**src/rtl/flrx_pkg.sv**
```systemverilog
// flrx_pkg: shared codes, widths and the crc-8 step for the framed link receiver
`default_nettype none
package flrx_pkg;

  localparam int BYTE_W   = 8;
  localparam int CMD_W    = 3;
  localparam int STATUS_W = 3;
  localparam int COUNT_W  = 9;
  localparam int CFG_IDX_W = 2;

  localparam logic [BYTE_W-1:0]  FRAME_MAGIC = 8'h55;
  localparam logic [BYTE_W-1:0]  CRC_POLY    = 8'h31;
  localparam logic [BYTE_W-1:0]  CRC_INIT    = 8'hFF;
  localparam logic [COUNT_W-1:0] HDR_BYTES   = 9'd3;

  // configuration register indexes
  localparam logic [CFG_IDX_W-1:0] CFG_MAX_LEN       = 2'd0;
  localparam logic [CFG_IDX_W-1:0] CFG_RETRY_LIMIT   = 2'd1;
  localparam logic [CFG_IDX_W-1:0] CFG_EXPECT_REPLY  = 2'd2;
  localparam logic [CFG_IDX_W-1:0] CFG_TIMEOUT_TICKS = 2'd3;

  localparam logic [BYTE_W-1:0] MAX_LEN_RST       = 8'd255;
  localparam logic [BYTE_W-1:0] TIMEOUT_TICKS_RST = 8'd20;

  // link events
  localparam logic [CMD_W-1:0] CMD_BEGIN_SEND = 3'd0;
  localparam logic [CMD_W-1:0] CMD_BEGIN_RECV = 3'd1;
  localparam logic [CMD_W-1:0] CMD_SEND_DONE  = 3'd2;
  localparam logic [CMD_W-1:0] CMD_BYTE       = 3'd3;
  localparam logic [CMD_W-1:0] CMD_TICK       = 3'd4;
  localparam logic [CMD_W-1:0] CMD_LINE_ERR   = 3'd5;

  // exchange outcome
  localparam logic [STATUS_W-1:0] ST_BUSY    = 3'd0;
  localparam logic [STATUS_W-1:0] ST_OK      = 3'd1;
  localparam logic [STATUS_W-1:0] ST_ERROR   = 3'd2;
  localparam logic [STATUS_W-1:0] ST_TIMEOUT = 3'd3;
  localparam logic [STATUS_W-1:0] ST_CRC     = 3'd4;

  typedef enum logic [2:0] {
    MODE_IDLE = 3'b001,
    MODE_RX   = 3'b010,
    MODE_TX   = 3'b100
  } mode_t;

  // msb-first crc-8, one byte
  function automatic logic [BYTE_W-1:0] crc8_step(input logic [BYTE_W-1:0] crc,
                                                 input logic [BYTE_W-1:0] b);
    logic [BYTE_W-1:0] c;
    c = crc ^ b;
    for (int i = 0; i < BYTE_W; i++) begin
      c = c[BYTE_W-1] ? ({c[BYTE_W-2:0], 1'b0} ^ CRC_POLY) : {c[BYTE_W-2:0], 1'b0};
    end
    return c;
  endfunction

endpackage
`default_nettype wire

```
**src/rtl/framed_link_receiver_crc8_retry.sv**
```systemverilog
// framed_link_receiver_crc8_retry: link event decoder, reply deframer, crc check and retry
//
// in channel: one link event per item (cmd in in_tuser, received byte in in_tdata).
// out channel: exactly one result item per input item, in order. out_tlast marks the
//   item that ends an exchange, out_tuser marks an item that carries a payload byte.
// cfg port: cfg_we/cfg_addr/cfg_wdata write max_len, retry_limit, expect_reply and
//   timeout_ticks; write only while no exchange is in progress.
// an item's result is registered onto the out channel in the cycle after it is accepted.
// throughput: one item per cycle unless stalled; all state (mode, byte count, running crc,
//   timer, retries) is updated by one pass of combinational logic at the accepting edge.
// stall: the result register holds its item while out_tready is low; in_tready stays
//   high as long as the result register is empty or being emptied in the same cycle,
//   so an item can be taken while the previous result leaves.
// reset: rst_n low empties the result register and returns the block to idle with
//   status ok and registers at max_len 255, retry_limit 0, expect_reply 0,
//   timeout_ticks 20.
`default_nettype none
module framed_link_receiver_crc8_retry
  import flrx_pkg::*;
(
  input  wire logic                 clk,
  input  wire logic                 rst_n,
  input  wire logic                 in_tvalid,
  output logic                      in_tready,
  input  wire logic [7:0]           in_tdata,   // data_byte[7:0]
  input  wire logic [CMD_W-1:0]     in_tuser,   // cmd[2:0]
  output logic                      out_tvalid,
  input  wire logic                 out_tready,
  // status[2:0], payload_byte[10:3], payload_index[18:11], frame_len[26:19],
  // retransmit[27], rejected[28], zero[31:29]
  output logic [31:0]               out_tdata,
  output logic                      out_tuser,  // payload_valid[0]
  output logic                      out_tlast,  // frame_done
  input  wire logic                 cfg_we,
  input  wire logic [CFG_IDX_W-1:0] cfg_addr,
  input  wire logic [BYTE_W-1:0]    cfg_wdata
);

  // configuration
  logic [BYTE_W-1:0] max_len_r, retry_limit_r, timeout_ticks_r;
  logic              expect_reply_r;

  // exchange state
  mode_t              mode_r, mode_nxt;
  logic [COUNT_W-1:0] byte_count_r, byte_count_nxt;
  logic [BYTE_W-1:0]  header_len_r, header_len_nxt;
  logic [BYTE_W-1:0]  expected_crc_r, expected_crc_nxt;
  logic [BYTE_W-1:0]  running_crc_r, running_crc_nxt;
  logic [BYTE_W-1:0]  retries_left_r, retries_left_nxt;
  logic [BYTE_W-1:0]  timer_r, timer_nxt;
  logic [STATUS_W-1:0] last_status_r, last_status_nxt;

  // result register
  logic        out_valid_r;
  logic [31:0] out_data_r, out_data_nxt;
  logic        out_user_r, out_user_nxt;
  logic        out_last_r, out_last_nxt;

  logic               accept;
  logic               pvalid, done, retx, rej;
  logic [BYTE_W-1:0]  pbyte, pindex;
  logic [COUNT_W-1:0] payload_off;
  logic [COUNT_W:0]   frame_end;
  logic [STATUS_W-1:0] status;

  assign in_tready  = !out_valid_r || out_tready;
  assign accept     = in_tvalid && in_tready;
  assign out_tvalid = out_valid_r;
  assign out_tdata  = out_data_r;
  assign out_tuser  = out_user_r;
  assign out_tlast  = out_last_r;

  assign payload_off = byte_count_r - HDR_BYTES;

  always_comb begin
    mode_nxt         = mode_r;
    byte_count_nxt   = byte_count_r;
    header_len_nxt   = header_len_r;
    expected_crc_nxt = expected_crc_r;
    running_crc_nxt  = running_crc_r;
    retries_left_nxt = retries_left_r;
    timer_nxt        = timer_r;
    last_status_nxt  = last_status_r;
    pvalid = 1'b0;
    pbyte  = '0;
    pindex = '0;
    done   = 1'b0;
    retx   = 1'b0;
    rej    = 1'b0;
    frame_end = '0;

    case (in_tuser)
      CMD_BEGIN_SEND: begin
        if (mode_r != MODE_IDLE || (retry_limit_r != '0 && !expect_reply_r)) begin
          rej = 1'b1;
        end else begin
          retries_left_nxt = retry_limit_r;
          mode_nxt         = MODE_TX;
        end
      end
      CMD_BEGIN_RECV: begin
        if (mode_r != MODE_IDLE) begin
          rej = 1'b1;
        end else begin
          retries_left_nxt = '0;
          byte_count_nxt   = '0;
          running_crc_nxt  = CRC_INIT;
          timer_nxt        = timeout_ticks_r;
          mode_nxt         = MODE_RX;
        end
      end
      CMD_SEND_DONE: begin
        if (mode_r == MODE_TX) begin
          if (expect_reply_r) begin
            byte_count_nxt  = '0;
            running_crc_nxt = CRC_INIT;
            timer_nxt       = timeout_ticks_r;
            mode_nxt        = MODE_RX;
          end else begin
            last_status_nxt = ST_OK;
            mode_nxt        = MODE_IDLE;
            done            = 1'b1;
          end
        end
      end
      CMD_BYTE: begin
        if (mode_r == MODE_RX) begin
          if (byte_count_r == '0 && in_tdata != FRAME_MAGIC) begin
            // hunting for the magic: other bytes leave everything alone
          end else if (byte_count_r == 9'd1 && in_tdata > max_len_r) begin
            last_status_nxt = ST_ERROR;
            mode_nxt        = MODE_IDLE;
            done            = 1'b1;
          end else begin
            if (byte_count_r == 9'd1) begin
              header_len_nxt = in_tdata;
            end else if (byte_count_r == 9'd2) begin
              expected_crc_nxt = in_tdata;
            end else if (byte_count_r != '0 && payload_off < {1'b0, header_len_r}) begin
              pvalid          = 1'b1;
              pbyte           = in_tdata;
              pindex          = payload_off[BYTE_W-1:0];
              running_crc_nxt = crc8_step(running_crc_r, in_tdata);
            end
            timer_nxt      = timeout_ticks_r;
            byte_count_nxt = byte_count_r + 9'd1;
            // last byte of the frame, or crc byte of an empty one
            frame_end = {1'b0, header_len_nxt} + {1'b0, HDR_BYTES};
            if ({1'b0, byte_count_nxt} >= frame_end) begin
              last_status_nxt = (running_crc_nxt == expected_crc_nxt) ? ST_OK : ST_CRC;
              mode_nxt        = MODE_IDLE;
              done            = 1'b1;
            end
          end
        end
      end
      CMD_TICK: begin
        if (mode_r == MODE_RX) begin
          if (timer_r <= 8'd1) begin
            if (retries_left_r != '0) begin
              retries_left_nxt = retries_left_r - 8'd1;
              retx             = 1'b1;
              mode_nxt         = MODE_TX;
            end else begin
              last_status_nxt = ST_TIMEOUT;
              mode_nxt        = MODE_IDLE;
              done            = 1'b1;
            end
          end else begin
            timer_nxt = timer_r - 8'd1;
          end
        end
      end
      CMD_LINE_ERR: begin
        done            = (mode_r != MODE_IDLE);
        last_status_nxt = ST_ERROR;
        mode_nxt        = MODE_IDLE;
      end
      default: begin
      end
    endcase

    status       = (mode_nxt != MODE_IDLE) ? ST_BUSY : last_status_nxt;
    out_data_nxt = {3'b000, rej, retx, header_len_nxt, pindex, pbyte, status};
    out_user_nxt = pvalid;
    out_last_nxt = done;
  end

  always_ff @(posedge clk) begin
    if (!rst_n) begin
      max_len_r       <= MAX_LEN_RST;
      retry_limit_r   <= '0;
      expect_reply_r  <= 1'b0;
      timeout_ticks_r <= TIMEOUT_TICKS_RST;
    end else if (cfg_we) begin
      case (cfg_addr)
        CFG_MAX_LEN:       max_len_r       <= cfg_wdata;
        CFG_RETRY_LIMIT:   retry_limit_r   <= cfg_wdata;
        CFG_EXPECT_REPLY:  expect_reply_r  <= cfg_wdata[0];
        CFG_TIMEOUT_TICKS: timeout_ticks_r <= cfg_wdata;
        default: begin
        end
      endcase
    end
  end

  always_ff @(posedge clk) begin
    if (!rst_n) begin
      mode_r         <= MODE_IDLE;
      byte_count_r   <= '0;
      header_len_r   <= '0;
      expected_crc_r <= '0;
      running_crc_r  <= CRC_INIT;
      retries_left_r <= '0;
      timer_r        <= '0;
      last_status_r  <= ST_OK;
      out_valid_r    <= 1'b0;
    end else begin
      if (accept) begin
        mode_r         <= mode_nxt;
        byte_count_r   <= byte_count_nxt;
        header_len_r   <= header_len_nxt;
        expected_crc_r <= expected_crc_nxt;
        running_crc_r  <= running_crc_nxt;
        retries_left_r <= retries_left_nxt;
        timer_r        <= timer_nxt;
        last_status_r  <= last_status_nxt;
        out_valid_r    <= 1'b1;
      end else if (out_tready) begin
        out_valid_r <= 1'b0;
      end
    end
  end

  always_ff @(posedge clk) begin
    if (accept) begin
      out_data_r <= out_data_nxt;
      out_user_r <= out_user_nxt;
      out_last_r <= out_last_nxt;
    end
  end

endmodule
`default_nettype wire

```
**config.mk**
```make
export PLATFORM = sky130hd
export DESIGN_NAME = framed_link_receiver_crc8_retry
export DESIGN_NICKNAME = d
export VERILOG_FILES = /design/src/rtl/flrx_pkg.sv /design/src/rtl/framed_link_receiver_crc8_retry.sv
export SDC_FILE = /design/constraint.sdc
export NUM_CORES = 1
export LEC_CHECK = 0
export BUFFER_PORTS_ARGS = -buffer_cell sky130_fd_sc_hd__buf_2
export CAP_MARGIN = 20
export CORE_ASPECT_RATIO = 1.25
export CORE_UTILIZATION = 50
export CTS_CLUSTER_DIAMETER = 50
export DETAILED_ROUTE_END_ITERATION = 8
export PLACE_DENSITY = 0.69
export SKIP_LAST_GASP = 1
export SYNTH_ARGS = -nofsm -noshare
export SYNTH_HDL_FRONTEND = slang
export SYNTH_SLANG_ARGS = --single-unit
```
**constraint.sdc**
```tcl
create_clock -name clk -period 4.8 [get_ports clk]
set_input_delay 0 -clock clk [delete_from_list [all_inputs] [get_ports clk]]
set_output_delay 0 -clock clk [all_outputs]
set_load 0.02 [all_outputs]
```
# Word-level counts from Yosys, hierarchy flattened
# Index checks and enable logic that the tools add are counted.
dict set report op_classes {
  reduce_logical 30
  eq_ne 27
  n_lt_le_gt_ge 4
  bitwise 14
  addsub 5
  n_mux 99
}
# op n
set op_table {}
lappend op_table {{$mux 8} 41}
lappend op_table {{$mux 3} 20}
lappend op_table {{$mux 9} 6}
lappend op_table {{$mux 6} 8}
lappend op_table {{$pmux 8 s3} 2}
lappend op_table {{$pmux 8 s4} 1}
lappend op_table {{$pmux 9 s3} 1}
lappend op_table {{$not 3->3} 8}
lappend op_table {{$ne 2x2->1 const B} 11}
lappend op_table {{$pmux 3 s6} 1}
lappend op_table {{$reduce_bool 8->1} 2}
lappend op_table {{$sub 8x1->8 const B} 2}
lappend op_table {{$mux 1} 15}
lappend op_table {{$pmux 3 s4} 1}
lappend op_table {{$reduce_and 10->1} 1}
lappend op_table {{$add 8x2->9 const B} 1}
lappend op_table {{$add 9x1->9 const B} 1}
lappend op_table {{$eq 3x2->1 const B} 3}
lappend op_table {{$eq 3x3->1 const B} 3}
lappend op_table {{$eq 9x1->1 const B} 1}
lappend op_table {{$eq 9x2->1 const B} 1}
lappend op_table {{$ge 9x9->1} 1}
lappend op_table {{$logic_not 9->1} 1}
lappend op_table {{$lt 9x8->1} 1}
lappend op_table {{other kinds (30)} 46}
dict set report word_totals {
  regBits 112
  input_bits 26
}

# Longest topological paths before layout
dict set report logic_depth {
  ltp_word 31
  depth_mapped 20
  ltp_nobuf 19
}

# Worst setup path before layout
# No wires, ideal clock.
dict set report synth_path {
  path_type {register to register}
  from {reg byte_count_r[3]}
  to {reg out_data_r[2], in the netlist out_tdata[2], data pin}
  arrival_time_ns 3.881
  required_ns 4.531
  path_stages_with_launch 20
  setup_time_ns 0.269
  path_buffers 1
  path_slack_ns 0.650
  path_cell_list {dfxtp_1 buf_2 or4_4 nor2b_1 nand2_2 mux2i_1 ha_1 nor3_1 nand2_1 xnor2_1 ha_1 o21a_1 o21ai_0 nor2_1 nor2_1 o41a_1 nand2_1 a22oi_1 nor3_1 a21boi_0}
}
dict set report synth_between {
  elab_chain_len 17
  word_cells_on_any_way 43
}
# element line_no
set synth_lines {}
lappend synth_lines {{from (decl)} framed_link_receiver_crc8_retry.sv:45} ;# logic [COUNT_W-1:0] byte_count_r, byte_count_nxt;
lappend synth_lines {{from (signal assigned)} framed_link_receiver_crc8_retry.sv:221} ;# byte_count_r <= byte_count_nxt;
lappend synth_lines {{$sub 9x2->9} framed_link_receiver_crc8_retry.sv:73} ;# assign payload_off = byte_count_r - HDR_BYTES;
lappend synth_lines {{$lt 9x8->1} framed_link_receiver_crc8_retry.sv:139} ;# end else if (byte_count_r != '0 && payload_off < {1'b0, header_len_r}) begin
lappend synth_lines {{$logic_and 1x1->1} framed_link_receiver_crc8_retry.sv:139}
lappend synth_lines {{$mux 8} framed_link_receiver_crc8_retry.sv:139}
lappend synth_lines {{$mux 8} framed_link_receiver_crc8_retry.sv:137} ;# end else if (byte_count_r == 9'd2) begin
lappend synth_lines {{$mux 8} framed_link_receiver_crc8_retry.sv:135} ;# if (byte_count_r == 9'd1) begin
lappend synth_lines {{$mux 8} framed_link_receiver_crc8_retry.sv:130} ;# end else if (byte_count_r == 9'd1 && in_tdata > max_len_r) begin
lappend synth_lines {{$mux 8} framed_link_receiver_crc8_retry.sv:128} ;# if (byte_count_r == '0 && in_tdata != FRAME_MAGIC) begin
lappend synth_lines {{$mux 8} framed_link_receiver_crc8_retry.sv:127} ;# if (mode_r == MODE_RX) begin
lappend synth_lines {{$mux 8} framed_link_receiver_crc8_retry.sv:92} ;# case (in_tuser)
lappend synth_lines {{$eq 8x8->1} framed_link_receiver_crc8_retry.sv:150} ;# last_status_nxt = (running_crc_nxt == expected_crc_nxt) ? ST_OK : ST_CRC;
lappend synth_lines {{$mux 3} framed_link_receiver_crc8_retry.sv:150}
lappend synth_lines {{$mux 3} framed_link_receiver_crc8_retry.sv:149} ;# if ({1'b0, byte_count_nxt} >= frame_end) begin
lappend synth_lines {{$mux 3} framed_link_receiver_crc8_retry.sv:130}
lappend synth_lines {{$mux 3} framed_link_receiver_crc8_retry.sv:128}
lappend synth_lines {{$mux 3} framed_link_receiver_crc8_retry.sv:127}
lappend synth_lines {{$pmux 3 s4} framed_link_receiver_crc8_retry.sv:92}
lappend synth_lines {{to (signal assigned)} framed_link_receiver_crc8_retry.sv:237} ;# out_data_r <= out_data_nxt;
lappend synth_lines {{to (decl)} framed_link_receiver_crc8_retry.sv:55} ;# logic [31:0] out_data_r, out_data_nxt;
# Parallel ways exist; a longest one is shown, timed or not. The select of a mux whose other input is x is not followed.
# A chain may end at the register's enable or synchronous reset.

# Final worst setup path
dict set report layout_path {
  from {reg byte_count_r[2]}
  to {reg out_data_r[2], in the netlist out_tdata[2], data pin}
}
# Same word-level chain as after synthesis.

==> metrics <==
CTS tree=built; area of the mapped netlist=6897 um2; Final WS setup=400.4 ps; final hold violation count=0; Rel. slew slack=0.3004; total congestion overflow=0; Sw Ratio=0.2723; Final ANT Viol Nets=0; Synth area leaders=dfxtp_1 24%, edfxtp_1 13%, ha_1 5.8%; Root Buffer=clkbuf_16; CTS Buf Count=9; WL/cell=17.33 um; pin count of the biggest net entering global routing=49; Yosys top cell by area=dfxtp_1; Worst Skew=8.393 ps; Antenna Cells=0; Comb pwr share=0.141; CP Data Required Time=4900 ps; Arr. time, crit path=4500 ps; clock transition at the registers of the reported paths=70 ps; die area=14,270 um2; cells on worst reg2reg path=19; dpl ws=208.7 ps; final std cells w/o fill=1,006; share of cells above drive strength 1=0.1281; Mapped Cells=785; Max Buffers Root-to-Sink=2; Netlist cell types=72; I/O pins=62; Port Buffers=58; DR vias/cell=5.753; Min Hold Slack=17.33 ps; RSZ-0062 raised after global routing=false; Synth async-reset ratio=0; Rows=47; routability cong.=0.9332; DRT Pass-1 Iters=5; DRC=0; placed cells=979; GRT Util Overall=0.2529; fin nets=888; post-synthesis sequential area ratio=0.3701; hpwl dp=12,620 um; Worst Setup End Kind=register; number of synthesized flops with an enable pin=31; WHS Path Cells=3; crit start category=register; fmax=227.3 MHz; WS Path Type=reg2reg; clk sinks=112; Yosys reg bits=112; Tmin final=4400 ps; Setup Buffers After CTS=0; ys flop type=dfxtp_1; vias in the first global route=5,737; CP max FO=16; sequential power share=0.500; via count=5,788; Die Y=133.3 um; top post-synthesis cells by count=86 x nand2_1, 81 x dfxtp_1, 63 x nor2_1; final setup fails=0; max cap viols=0; Yosys warnings=0; CORE AREA=13,350 um2; Worst Hold Class=in2reg; clock share of power=0.358; initial antenna violation count=0; Leak=3.166 nW; first-pass GRT wire length=28,450 um; status=complete, no violations; worst skew pair latency=360 ps; 1st-iter DRT viols=341; slew at the pin closest to its max-slew limit=1040 ps; Placed Area=7257 um2; Final Cell Area=7655 um2; most frequent cell after synthesis=nand2_1; Final period util=0.9166; WL final=17,430 um; Synth top area share=0.2351; Max Transition Viols Final=0; cell internal pwr=1.487 mW; PD cells=266.9 nW/um2; switching power=556.3 uW; initial cell density of the core=0.5166; maximum vdd ir drop=153.7 uV; growth of design area from synthesis to finish=10.99%; setup TNS=0 ps; Die W=107.0 um; Avg Inst Size Synth=8.785 um2; H-tree Lvls=3
-- cell type report --
class	count	area, um2
clock buffer	11	252.7
multi-input combinational	599	4036
inverter	32	120.1
sequential	112	2552
clock inverter	5	28.78
timing repair buffer	76	450.4
tap	171	214.0
fill	1168	5694
-- sequential cells by signal (all words and copies together), names as in the netlist --
name and cells:
retry_limit_r 8, out_tuser 1, out_tvalid 1, byte_count_r 9, retries_left_r 8, last_status_r 3, timer_r 8, header_len_r 8
out_tdata 29, running_crc_r 8, out_tlast 1, mode_r 3, timeout_ticks_r 8, max_len_r 8, expected_crc_r 8, expect_reply_r 1
-- metrics by stage --
step,utilization,power [mW]
6_report,0.5734,2.043
5_1_grt,0.5734,2.127
4_1_cts,0.5722,2.053
3_5_place_dp,0.5436,1.322
3_3_place_gp,0.5436,1.315
2_1_floorplan,-,1.240
-- layout by cell type (no fill, tap or decap), types with 4 or more instances in the layout --
cell type | synthesis | routed
mux2_2 | 4 | 4
xor2_1 | 20 | 20
clkinv_1 | 1 | 4
nor2_1 | 63 | 63
nand2_1 | 86 | 86
dfxtp_1 | 81 | 81
o21ai_0 | 30 | 29
clkbuf_16 | 0 | 9
o32ai_1 | 7 | 7
edfxtp_1 | 31 | 31
o211ai_1 | 11 | 11
and2_1 | 23 | 23
or2_2 | 4 | 4
nand2b_1 | 12 | 12
buf_4 | 3 | 8
dlygate4sd3_1 | 0 | 10
o21a_1 | 4 | 4
a21boi_0 | 22 | 22
nand3_1 | 19 | 19
o221a_2 | 5 | 5
or3_1 | 5 | 5
nand3b_1 | 5 | 5
nor4_1 | 4 | 4
nor2b_1 | 28 | 28
and3_1 | 7 | 7
o211a_1 | 4 | 4
a21oi_1 | 38 | 38
a22oi_1 | 7 | 7
xnor2_1 | 33 | 33
a211o_1 | 4 | 4
a31oi_1 | 7 | 7
a21o_1 | 5 | 5
mux2i_1 | 36 | 36
inv_1 | 31 | 31
buf_2 | 4 | 58
ha_1 | 32 | 32
nand4_1 | 6 | 6
nor3_1 | 20 | 19
-- cells by family (layout without fill, tap and decap cells) --
group	after synthesis	after routing	share of synthesized area
other	1	3	0.0005437
AOI/OAI and AO/OA	175	175	0.1780
xor gates and xnor gates	54	54	0.07057
adders and majority gates	32	32	0.05805
muxes	42	42	0.06404
DFF	112	112	0.3701
buffers and inverters	76	124	0.04699
and+or+nand+nor	293	293	0.2117
-- timing repair --
item / in CTS / in global routing
endpoints found under the setup margin: 0 / 6
hold endpoints to repair: 26 / 0
hold buffers: 10 / 0
gates resized for setup: 0 / 3
-- worst paths after layout --
check / end / slack, ps / startpoint
max reg2reg: out_tdata[2]$_SDFFCE_PP0P_ / 400 / byte_count_r[2]$_SDFFE_PN0P_
min reg2reg: timeout_ticks_r[0]$_SDFFE_PN0P_ / 470 / timeout_ticks_r[0]$_SDFFE_PN0P_
max: out_tdata[2]$_SDFFCE_PP0P_ / 400 / byte_count_r[2]$_SDFFE_PN0P_
min: expected_crc_r[0]$_SDFFE_PN0P_ / 20 / in_tdata[0]
-- metal layers --
| layer | track usage | vias up | routed length [um] |
|---|---|---|---|
| li1 | - | 2865 | - |
| met2 | 0.4541 | 181 | 9007 |
| met3 | 0.03571 | 36 | 730 |
| met1 | 0.2907 | 2706 | 7192 |
| met4 | 0.1240 | 0 | 503 |
| met5 | 0 | - | 0 |
-- critical path, stage by stage (launching register included) --
cell and delay (ps):
dfxtp_1 390, or4_4 610, nor2b_1 200, nand2_2 110, buf_4 210, mux2i_1 430
a21oi_1 150, nand2_1 130, nor2_1 60, xor2_1 160, ha_1 280, o21a_1 110
o21ai_2 160, nor2_1 70, nor2_1 130, o41a_1 260, nand2_1 140, a22oi_1 260
nor3_1 140, a21boi_0 140
-- power by group through the flow --
stage	clock (mW)	combinational, mW	sequential, mW
after floorplan	0	0.185	1.06
after global placement	0	0.272	1.04
after detailed placement	0	0.279	1.04
after CTS	0.746	0.286	1.02
after global routing	0.783	0.318	1.03
final	0.732	0.289	1.02
Note: power is estimated with default switching activity, not from simulation.
